### config.mk
export PLATFORM = sky130hd
export DESIGN_NAME = twbs_wrap
export DESIGN_NICKNAME = d
export VERILOG_FILES = /design/src/sv/twbs_pkg.sv /design/src/sv/twbs_wrap.sv
export SDC_FILE = /design/constraint.sdc
export NUM_CORES = 1
export LEC_CHECK = 0
export ABC_AREA = 0
export BUFFER_PORTS_ARGS = -buffer_cell sky130_fd_sc_hd__buf_4
export CAP_MARGIN = 20
export CORE_MARGIN = 2
export CORE_UTILIZATION = 45
export CTS_CLUSTER_DIAMETER = 50
export CTS_CLUSTER_SIZE = 20
export DETAILED_ROUTE_END_ITERATION = 8
export PLACE_DENSITY_LB_ADDON = 0.08
export SYNTH_ARGS = -nofsm -noshare
export SYNTH_HDL_FRONTEND = slang
export SYNTH_SLANG_ARGS = --single-unit
### constraint.sdc
create_clock -name clk_i -period 8.05 [get_ports clk_i]
set_clock_uncertainty 0.05 [all_clocks]
set_input_delay 1.2075 -clock clk_i [delete_from_list [all_inputs] [get_ports clk_i]]
set_output_delay 1.2075 -clock clk_i [all_outputs]
set_load 0.1 [all_outputs]
### src/sv/twbs_pkg.sv
// Package for the texture wrap bilinear sampler.
// Holds field widths, wrap mode codes and configuration register indexes.
// No dependencies.
package twbs_pkg;
  localparam int DefMaxSide = 64;
  localparam int CoordW = 17;
  localparam int IdxW = 10;   // signed texel index before wrapping
  localparam int SideW = 6;   // wrapped texel index
  localparam int FracW = 9;   // fraction expanded to 0..256
  localparam int WeightW = 17;
  localparam int AccW = 25;

  localparam logic [1:0] WrapClamp = 2'd0;
  localparam logic [1:0] WrapRepeat = 2'd1;
  localparam logic [1:0] WrapMirror = 2'd2;

  localparam logic [2:0] RegWrapS = 3'd0;
  localparam logic [2:0] RegWrapT = 3'd1;
  localparam logic [2:0] RegMinFilter = 3'd2;
  localparam logic [2:0] RegMagFilter = 3'd3;
  localparam logic [2:0] RegWidthM1 = 3'd4;
  localparam logic [2:0] RegHeightM1 = 3'd5;

  typedef struct packed {
    logic [IdxW-1:0] idx;
    logic [1:0]      mode;
    logic [SideW-1:0] last;
  } wrap_req_t;
endpackage

### src/sv/twbs_wrap.sv
// Wrap unit: maps a signed texel index into 0..last by clamp, repeat or mirror.
// Repeat and mirror use a restoring divider, one quotient bit per cycle.
// Depends on twbs_pkg.
module twbs_wrap import twbs_pkg::*; (
  input  logic             clk_i,
  input  logic             rst_ni,
  input  logic             start_i,
  input  wrap_req_t        req_i,
  output logic             done_o,
  output logic [SideW-1:0] result_o
);
  localparam int MagW = IdxW - 1;

  logic             busy_q, done_q, neg_q, qbit_q;
  logic [3:0]       cnt_q;
  logic [MagW-1:0]  mag_q;
  logic [SideW:0]   rem_q;
  logic [1:0]       mode_q;
  logic [SideW-1:0] last_q, clamp_q;
  logic [SideW:0]   span;
  logic [SideW+1:0] trial;
  logic [IdxW-1:0]  absval;
  logic [SideW-1:0] clamp_d;

  assign span = {1'b0, last_q} + 1'b1;
  assign trial = {rem_q, mag_q[MagW-1]};
  assign absval = req_i.idx[IdxW-1] ? (~req_i.idx + 1'b1) : req_i.idx;

  always_comb begin
    if ($signed(req_i.idx) > $signed({{(IdxW-SideW){1'b0}}, req_i.last})) begin
      clamp_d = req_i.last;
    end else if (req_i.idx[IdxW-1]) begin
      clamp_d = '0;
    end else begin
      clamp_d = req_i.idx[SideW-1:0];
    end
  end

  always_ff @(posedge clk_i or negedge rst_ni) begin
    if (!rst_ni) begin
      busy_q <= 1'b0;
      done_q <= 1'b0;
      cnt_q  <= '0;
    end else begin
      done_q <= !start_i && busy_q && (cnt_q == 4'(MagW - 1));
      if (start_i) begin
        busy_q <= 1'b1;
        cnt_q  <= '0;
      end else if (busy_q) begin
        cnt_q <= cnt_q + 1'b1;
        if (cnt_q == 4'(MagW - 1)) begin
          busy_q <= 1'b0;
        end
      end
    end
  end

  always_ff @(posedge clk_i) begin
    if (start_i) begin
      mag_q   <= absval[MagW-1:0];
      rem_q   <= '0;
      neg_q   <= req_i.idx[IdxW-1];
      mode_q  <= req_i.mode;
      last_q  <= req_i.last;
      clamp_q <= clamp_d;
      qbit_q  <= 1'b0;
    end else if (busy_q) begin
      mag_q <= {mag_q[MagW-2:0], 1'b0};
      if (trial >= {1'b0, span}) begin
        rem_q  <= (SideW+1)'(trial - {1'b0, span});
        qbit_q <= 1'b1;
      end else begin
        rem_q  <= trial[SideW:0];
        qbit_q <= 1'b0;
      end
    end
  end

  always_comb begin
    case (mode_q)
      WrapRepeat: result_o = (neg_q && rem_q != '0) ? SideW'(span - rem_q)
                                                    : rem_q[SideW-1:0];
      WrapMirror: result_o = qbit_q ? SideW'({1'b0, last_q} - rem_q)
                                    : rem_q[SideW-1:0];
      default:    result_o = clamp_q;
    endcase
  end

  assign done_o = done_q;
endmodule

==> results of run 1 <==
==> flip-flops by register name, summed over array words and instances (netlist names) <==
name	flops
cnt_q	4
busy_q	1
last_q	6
mag_q	9
done_o	1
clamp_q	6
qbit_q	1
neg_q	1
mode_q	2
rem_q	7
==> worst paths after layout <==
| check | start | to | slack (ns) | depth (start not counted) |
|---|---|---|---|---|
| max | last_q[1]$_DFFE_PP_ | result_o[5] | 3.55 | 9 |
| min | rem_q[6]$_SDFFE_PP0P_ | rem_q[6]$_SDFFE_PP0P_ | 0.49 | 1 |
| max reg2reg | last_q[1]$_DFFE_PP_ | rem_q[0]$_SDFFE_PP0P_ | 5.04 | 10 |
| min reg2reg | rem_q[6]$_SDFFE_PP0P_ | rem_q[6]$_SDFFE_PP0P_ | 0.49 | 1 |
| max in group asynchronous | rst_ni | cnt_q[3]$_DFFE_PN0P_ | 7.17 | 1 |
| min in group asynchronous | rst_ni | cnt_q[2]$_DFFE_PN0P_ | 0.66 | 1 |
==> critical path, cell delays in order, from the launching register on <==
cell	delay (ns)
edfxtp_1	0.49
ha_1	0.35
ha_1	0.27
nor2b_1	0.14
o31ai_1	0.32
a21oi_1	0.14
xnor2_1	0.16
or3_2	0.42
a221oi_1	0.32
buf_4	0.35
==> Yosys cell counts, types with 6 or more instances <==
library cell,n,area share (%)
ha_1,29,12
o21ai_0,8,1.4
xor2_1,12,3.6
inv_1,36,4.6
nor2_1,31,3.9
dfxtp_1,8,5.4
nand2_1,22,2.8
xnor2_1,8,2.4
o21a_1,9,2.3
edfxtp_1,24,24
a21oi_1,16,2.7
mux2i_1,15,5.1
dfrtp_1,6,5.1
==> metal layers <==
layer  vias up  wire, µm  global-route usage (%)
met5         -         0                       0
met2        37      3030                    31.7
met1      1068      3110                    25.8
met4         0       159                    7.07
met3        13       113                    2.33
li1       1183         -                       -
==> cells by family after synthesis <==
group | count (synthesis)
simple gates | 87
xor+xnor | 21
compound gates | 75
flops | 38
mux | 18
fa+ha+maj | 32
buf+inv | 46
==> power by group through the flow <==
stage | clock network, mW | logic [mW] | registers [mW]
after floorplan | 0 | 0.366 | 0.265
after global placement | 0 | 0.452 | 0.283
after detailed placement | 0 | 0.452 | 0.283
after CTS | 0.178 | 0.455 | 0.279
after global routing | 0.187 | 0.502 | 0.284
final | 0.174 | 0.453 | 0.278
==> final cells by class <==
cell class / count / area [µm²]
fill: 590 / 3000
sequential: 38 / 1030
multi-input combinational: 233 / 1750
timing repair buffer: 27 / 203
inverter: 37 / 139
clock buffer: 8 / 133
tap: 77 / 96.3
==> metrics by stage <==
step	hold WS (ns)	utilization, %	instance area, µm²
after floorplan	0.425	-	2960
after global placement	0.468	50.7	3220
after detailed placement	0.475	50.7	3220
after CTS	0.493	52.8	3350
after global routing	0.511	52.8	3350
final	0.490	52.8	3350
==> impl_metrics.tcl, run 1 <==
set metrics [dict create \
    vias_per_cell 5.48 \
    p_clk_share_pct 19.2 \
    synth_mux_area_share_pct 6.21 \
    num_io_pins 28 \
    grt_pass1_wl_um 11100 \
    max_cap_violations 0 \
    tightest_slew_ns 0.533 \
    fin_ws_ns 3.55 \
    core_area_mm2 0.00635 \
    hold_class "reg -> reg" \
    drt-pass1-iter-count 4 \
    synth_cell_types 53 \
    place.port_buffers 27 \
    ir_drop_mv 0.136 \
    swShare_pct 41.5 \
    seqPwrFrac_pct 30.7 \
    grt_max_degree 42 \
    grt_pass1_vias 2314 \
    rsz0062_at_grt "no" \
    synth_edf_count 24 \
    cts-resized-gates 0 \
    critPathLaunchType "register" \
    finalWirelength_um 6410 \
    path_clk_slew_ns 0.08 \
    layout_common_cells "36 x inv_1, 31 x nor2_1, 29 x ha_1, 27 x buf_4, 24 x edfxtp_1" \
    internal-power_mw 0.529 \
    end_kind "primary output" \
    finalNonFillerCells 420 \
    track_usage_pct 19.2 \
    synth_fp_nets 370 \
    worstPathRequired_ns 6.79 \
    hold_viol 0 \
    clock_sinks 38 \
    netlist_area_mm2 0.00296 \
    cts_root_buffer "clkbuf_8" \
    drive_gt1_share_pct 13.4 \
    wire_per_inst_um 15.3 \
    synthXorXnorAreaFrac_pct 6.47 \
    synth-async-reset-ratio_pct 15.8 \
    hold_buffers 0 \
    power_frac_comb_pct 50.1 \
    p_sw_mw 0.376 \
    fin_crit_ns 4.50 \
    ys.flop_type "edfxtp_1" \
    final_max_slew_viol_count 0 \
    critPathArrivalTime_ns 3.24 \
    dp_cells 412 \
    htree_levels 2 \
    numCtsBuffers 5 \
    avgSynthCellArea_um2 9.34 \
    std_cell_rows 29 \
    via_count 2301 \
    fin_nets 395 \
    synth_compound_area_share_pct 18.1 \
    grt_antenna_before_repair 0 \
    n_antenna_cell 0 \
    postCtsSetupBuffers 0 \
    syn_inst 317 \
    synthAdderAreaFrac_pct 14.3 \
    crit_type "reg -> out" \
    drt_iter0_drc 56 \
    grt-ovfl-total 0 \
    cellLeakagePower_nw 1.46 \
    yosys_register_bits 38 \
    finalSetupTns_ns 0 \
    cts_tree "yes" \
    power_mw 0.904 \
    die_area_mm2 0.00724 \
    final_common_cell "inv_1" \
    die_h_um 85.1 \
    synth_top_family_by_area "compound AO/OA/AOI/OAI gates" \
    drt.antenna.violating_nets 0 \
    clockBufferDepth 2 \
    yosysSeqAreaShare_pct 34.8 \
    status "complete, no violations" \
    gp_congestion 0.890 \
    slew_headroom_pct 64.4 \
    worstPathMaxFanout 5 \
    power_density_mw_per_mm2 270 \
    clock_latency_ns 0.29 \
    synthSimpleGateAreaFrac_pct 14.1 \
    post-route-period-util_pct 55.9 \
    dp_slack_ns 3.88 \
    yosys_warnings 0 \
    areaGrowthSynthToFinish_pct 13.3 \
    fmax_mhz 222 \
    dpl.hpwl_um 5120 \
    drc 0 \
    die_x_um 85.1 \
    setup_viol 0 \
    start_util_pct 46.6 \
]
Note: power is estimated with default switching activity, not from simulation.
==> run 2: changes to the inputs <==
==> constraint.sdc (replaced) <==
create_clock -name clk_i -period 4.56 [get_ports clk_i]
set_clock_uncertainty 0.05 [all_clocks]
set_input_delay 0.684 -clock clk_i [delete_from_list [all_inputs] [get_ports clk_i]]
set_output_delay 0.684 -clock clk_i [all_outputs]
set_load 0.1 [all_outputs]
==> run 2 against run 1 <==
  * Power is 75% higher
  * Via count grew 1.6%
  * Largest cell class unchanged
  * Clock power grew 68%
  * Global-route usage rose by 0.30 points
  * Non-clock buffer count unchanged
  * Sequential power up 76%
  * Final cell count stayed put
  * Flip-flop and latch count is the same
==> impl_metrics.tcl, run 2 (synthesized netlist as in run 1, its figures left out) <==
set metrics [dict create \
    status "complete, no violations" \
    drt.antenna.violating_nets 0 \
    regMostFlops "mag_q" \
    crit_type "reg -> out" \
    ir_drop_mv 0.294 \
    holdWs_ns 0.136 \
    design_area_mm2 0.00335 \
    worstPathMaxFanout 5 \
    path_clk_slew_ns 0.08 \
    cts_tree "yes" \
    multiInputGateArea_mm2 0.00176 \
    hold_class "in -> async" \
    grt_antenna_before_repair 0 \
    p_clk_share_pct 18.4 \
    worstPathRequired_ns 3.83 \
    finalNonFillerCells 420 \
    grt_pass1_wl_um 11100 \
    largest_register_ffs 9 \
    tightest_slew_ns 0.526 \
    critPathArrivalTime_ns 3.07 \
    use_met3_pct 2.92 \
    clockBufferDepth 2 \
    htree_levels 2 \
    post-route-period-util_pct 83.3 \
    numCtsBuffers 5 \
    power_mw 1.59 \
    layout_common_cells "36 x inv_1, 31 x nor2_1, 29 x ha_1, 27 x buf_4, 24 x edfxtp_1" \
    cpMostUsedCell "ha_1" \
    setup_viol 0 \
    die_area_mm2 0.00724 \
    core_area_mm2 0.00635 \
    rsz0062_at_grt "no" \
    clock_latency_ns 0.28 \
    std_cell_rows 29 \
    grt-ovfl-total 0 \
    die_h_um 85.1 \
    fmax_mhz 263 \
    num_io_pins 28 \
    fillCellCount 603 \
    ff2ff_setup_slack_ns 1.55 \
    power_frac_comb_pct 50.7 \
    hold_viol 0 \
    swShare_pct 42.2 \
    postCtsSetupBuffers 0 \
    die_x_um 85.1 \
    seqPwrFrac_pct 30.9 \
    track_usage_pct 19.5 \
    placed_area_mm2 0.00323 \
    critPathLaunchType "register" \
    final_common_cell "inv_1" \
    drt-pass1-iter-count 4 \
    via_count 2338 \
    grt.busiest_layer "met2" \
    grt_max_degree 42 \
    fin_nets 395 \
    fin_crit_ns 3.80 \
    hold_buffers 0 \
    final_max_slew_viol_count 0 \
    slew_headroom_pct 64.0 \
    end_kind "primary output" \
    drive_gt1_share_pct 13.4 \
    dp_cells 412 \
    start_util_pct 46.6 \
    p_sw_mw 0.669 \
    gp_congestion 0.863 \
    dpl.hpwl_um 5100 \
    final_util_pct 52.8 \
    place.port_buffers 27 \
    cts_root_buffer "clkbuf_8" \
    grt_use_met1_pct 26.3 \
    max_cap_violations 0 \
    grt_pass1_vias 2284 \
    finalWirelength_um 6460 \
    use_met2_pct 31.1 \
    cp_slowest_cell "edfxtp_1" \
    clock_sinks 38 \
    layout.area.seq_mm2 0.00103 \
    power_density_mw_per_mm2 474 \
    internal-power_mw 0.918 \
    crit_path_cell_trace "ha_1, ha_1, nor2b_1, o31ai_1, a21oi_1, xnor2_1, or3_2, a221oi_2, buf_4" \
    cts-resized-gates 0 \
    areaGrowthSynthToFinish_pct 13.2 \
    cellLeakagePower_nw 1.46 \
    n_antenna_cell 0 \
    vias_per_cell 5.57 \
    drc 0 \
    wire_per_inst_um 15.4 \
    drt_iter0_drc 95 \
    reg.largest.list "mag_q: 9 flops, rem_q: 7 flops" \
    slowest_delay_ns 0.48 \
]
==> run 2: cell types whose count changed in the layout (fill, tap and decap cells not counted), sizes merged <==
cell / change
clkbuf: -1
clkinv: +1
==> run 2: worst max-delay path, delay by kind of cell, from the launching register on <==
| kind | cells | cell delay [ns] |
|---|---|---|
| AO/OA/AOI/OAI | 3 | 0.65 |
| AND/OR/NAND/NOR | 2 | 0.57 |
| flip-flops | 1 | 0.48 |
| buffers and inverters | 1 | 0.32 |
| XOR/XNOR | 1 | 0.16 |
| adder cells (fa/ha/maj) | 2 | 0.61 |
==> run 2: final timing paths <==
| kind | from | to | cells after the start |
|---|---|---|---|
| worst min register to register | rem_q[6]$_SDFFE_PP0P_ | rem_q[6]$_SDFFE_PP0P_ | 1 |
| worst max-delay path | last_q[1]$_DFFE_PP_ | result_o[5] | 9 |
| min in group clk_i | rem_q[6]$_SDFFE_PP0P_ | rem_q[6]$_SDFFE_PP0P_ | 1 |
| worst min-delay path | rst_ni | cnt_q[0]$_DFFE_PN0P_ | 1 |
| worst max register to register | last_q[1]$_DFFE_PP_ | rem_q[0]$_SDFFE_PP0P_ | 10 |
| max in group asynchronous | rst_ni | busy_q$_DFF_PN0_ | 1 |
==> run 2: area by class of cell <==
| class | instances | area share, % |
|---|---|---|
| Multi-Input combinational cell | 233 | 52.5 |
| Clock inverter | 1 | 0.112 |
| Inverter | 37 | 4.14 |
| Tap cell | 77 | 2.88 |
| Clock buffer | 7 | 3.55 |
| Timing Repair Buffer | 27 | 6.05 |
| Sequential cell | 38 | 30.8 |
==> run 2: routing by layer <==
metal  share of wire (%)  vias up
met2                  45       47
met4                 3.1        0
met5                   0        -
met3                 3.3       15
li1                    -     1193
met1                  49     1083
==> run 2: through the flow <==
stage	TNS [ns]	worst slack [ns]
after floorplan	-0.158	-0.158
after global placement	0	1.08
after detailed placement	0	1.07
after CTS	0	0.743
after global routing	0	0.522
final	0	0.761
==> run 2: power groups by stage <==
stage / logic, mW / registers (mW) / clock network [mW]
floorplan: 0.649 / 0.468 / 0
global placement: 0.808 / 0.498 / 0
finish: 0.805 / 0.490 / 0.292
global route: 0.890 / 0.500 / 0.318
CTS: 0.807 / 0.490 / 0.303
detailed placement: 0.798 / 0.498 / 0
==> run 3: changes to the inputs <==
==> constraint.sdc (replaced) <==
create_clock -name clk_i -period 3.4 [get_ports clk_i]
set_clock_uncertainty 0.05 [all_clocks]
set_input_delay 0.51 -clock clk_i [delete_from_list [all_inputs] [get_ports clk_i]]
set_output_delay 0.51 -clock clk_i [all_outputs]
set_load 0.1 [all_outputs]
==> run 3 against run 2 <==
  * Sequential share of layout area down 1.6 points
  * Clock-buffer cell count down 1
  * Sequential power up 29%
  * Clock power up 15%
  * Critical path depth unchanged
  * Via count up 3.8%
  * Flip-flop and latch count unchanged
  * Setup slack worse by 0.74 ns
  * Final cell count up 2.1%
  * Wire length up 5.2%
  * Largest power group unchanged
==> impl_metrics.tcl, run 3 (synthesized netlist as in run 1, its figures left out) <==
set metrics [dict create \
    status "complete, no violations" \
    grt-ovfl-total 0 \
    startpoint "last_q[1]$_DFFE_PP_" \
    grt_max_degree 42 \
    wire_per_inst_um 15.8 \
    min_from "req_i[6]" \
    r2r-start "last_q[1]$_DFFE_PP_" \
    drt-pass1-iter-count 4 \
    swShare_pct 43.2 \
    hold_viol 0 \
    p_clk_share_pct 15.2 \
    final_max_slew_viol_count 0 \
    slew_headroom_pct 62.7 \
    numCtsBuffers 5 \
    internal-power_mw 1.26 \
    n_antenna_cell 0 \
    cts_root_buffer "clkbuf_8" \
    r2r_end "rem_q[0]$_SDFFE_PP0P_" \
    clock_latency_ns 0.29 \
    grt_antenna_before_repair 0 \
    post-route-period-util_pct 99.3 \
    via_count 2427 \
    tightest_slew_ns 0.560 \
    worstPathRequired_ns 2.84 \
    power_mw 2.21 \
    power_frac_comb_pct 56.3 \
    setup_viol 0 \
    reg.largest.list "mag_q: 9 flops, rem_q: 7 flops" \
    final_common_cell "inv_1" \
    finalWirelength_um 6790 \
    layout_common_cells "35 x inv_1, 31 x buf_4, 30 x nor2_1, 26 x ha_1, 24 x edfxtp_1" \
    core_area_mm2 0.00635 \
    fmax_mhz 296 \
    path_clk_slew_ns 0.08 \
    worstPathMaxFanout 2 \
    max_cap_violations 0 \
    clockBufferDepth 2 \
    crit_type "reg -> out" \
    areaGrowthSynthToFinish_pct 19.3 \
    dpl.hpwl_um 5100 \
    holdWs_ns 0.353 \
    reg2reg_depth 10 \
    start_util_pct 46.6 \
    critPathArrivalTime_ns 2.82 \
    critPathLaunchType "register" \
    seqPwrFrac_pct 28.6 \
    ir_drop_mv 0.298 \
    regMostFlops "mag_q" \
    rsz0062_at_grt "yes" \
    grt_pass1_vias 2335 \
    die_h_um 85.1 \
    num_io_pins 28 \
    vias_per_cell 5.66 \
    end_kind "primary output" \
    hold_class "in -> reg" \
    ff2ff_setup_slack_ns 0.49 \
    holdPathEnd "mode_q[0]$_DFFE_PP_" \
    place.port_buffers 27 \
    power_density_mw_per_mm2 626 \
    die_area_mm2 0.00724 \
    drc 0 \
    grt_pass1_wl_um 11300 \
    htree_levels 2 \
    fin_nets 404 \
    largest_register_ffs 9 \
    cts_tree "yes" \
    drt_iter0_drc 109 \
    die_x_um 85.1 \
    std_cell_rows 29 \
    track_usage_pct 19.6 \
    cellLeakagePower_nw 1.52 \
    drive_gt1_share_pct 20.7 \
    clock_sinks 38 \
    gp_congestion 0.821 \
    fin_crit_ns 3.38 \
    drt.antenna.violating_nets 0 \
    p_sw_mw 0.957 \
    worstHoldPathCells 1 \
]
-- run 3: worst max-delay path, stage by stage, from the launching register on --
cell      delay, ns
edfxtp_1       0.41
ha_2           0.31
ha_1           0.26
nor2b_1        0.14
o31ai_2        0.25
a21oi_2        0.11
xnor2_2        0.16
or3_4          0.36
a221oi_4       0.30
buf_12         0.21
-- run 3: how the worst max path moves through the flow --
stage | endpoint | slack (ns) | cells past startpoint
6_report | result_o[5] | 0.02 | 9
5_1_grt | result_o[5] | -0.08 | 9
4_1_cts | result_o[3] | 0.02 | 10
3_5_place_dp | result_o[5] | 0.15 | 10
3_3_place_gp | result_o[5] | 0.18 | 9
2_1_floorplan | result_o[4] | -0.22 | 9
-- run 3: through the flow --
step                setup slack [ns]  instance area, µm²  utilization [%]  setup TNS, ns  cells
floorplan                     -0.215                3000                -         -0.349    317
global placement               0.175                3310             52.1              0    418
detailed placement             0.147                3310             52.1              0    418
CTS                           0.0220                3460             54.4              0    428
global route                 -0.0778                3530             55.6         -0.147    429
finish                        0.0231                3530             55.6              0    429
-- run 3: repair_timing --
item                                    in CTS  in global routing
hold buffers                                 1                  0
endpoints found under the setup margin       2                  3
setup buffers                                1                  1
pin swaps                                    3                  9
gates resized for setup                      9                 15
gates cloned                                 0                  0
endpoints found under the hold margin        6                  0
-- run 3: power groups by stage --
stage	Sequential (mW)	Clock [mW]	Combinational, mW
finish	0.632	0.336	1.24
global route	0.640	0.370	1.35
CTS	0.630	0.351	1.18
detailed placement	0.640	0	1.14
global placement	0.639	0	1.13
floorplan	0.628	0	0.889
-- run 3: area by class of cell --
type / count / area, µm²
clock inverters: 2 / 16.3
fillers: 577 / 2820
flip-flops and latches: 38 / 1030
multi-input cells: 233 / 1860
repair buffers: 36 / 305
inverters: 37 / 139
clock buffers: 6 / 82.6
well taps: 77 / 96.3
-- run 3: per-layer routing --
metal | up-vias | part of all wire [%] | GRT usage, %
met4 | 0 | 1.9 | 6.64
met3 | 13 | 4.2 | 3.40
met5 | - | 0 | 0
met1 | 1138 | 45 | 25.6
met2 | 64 | 48 | 32.9
li1 | 1212 | - | -
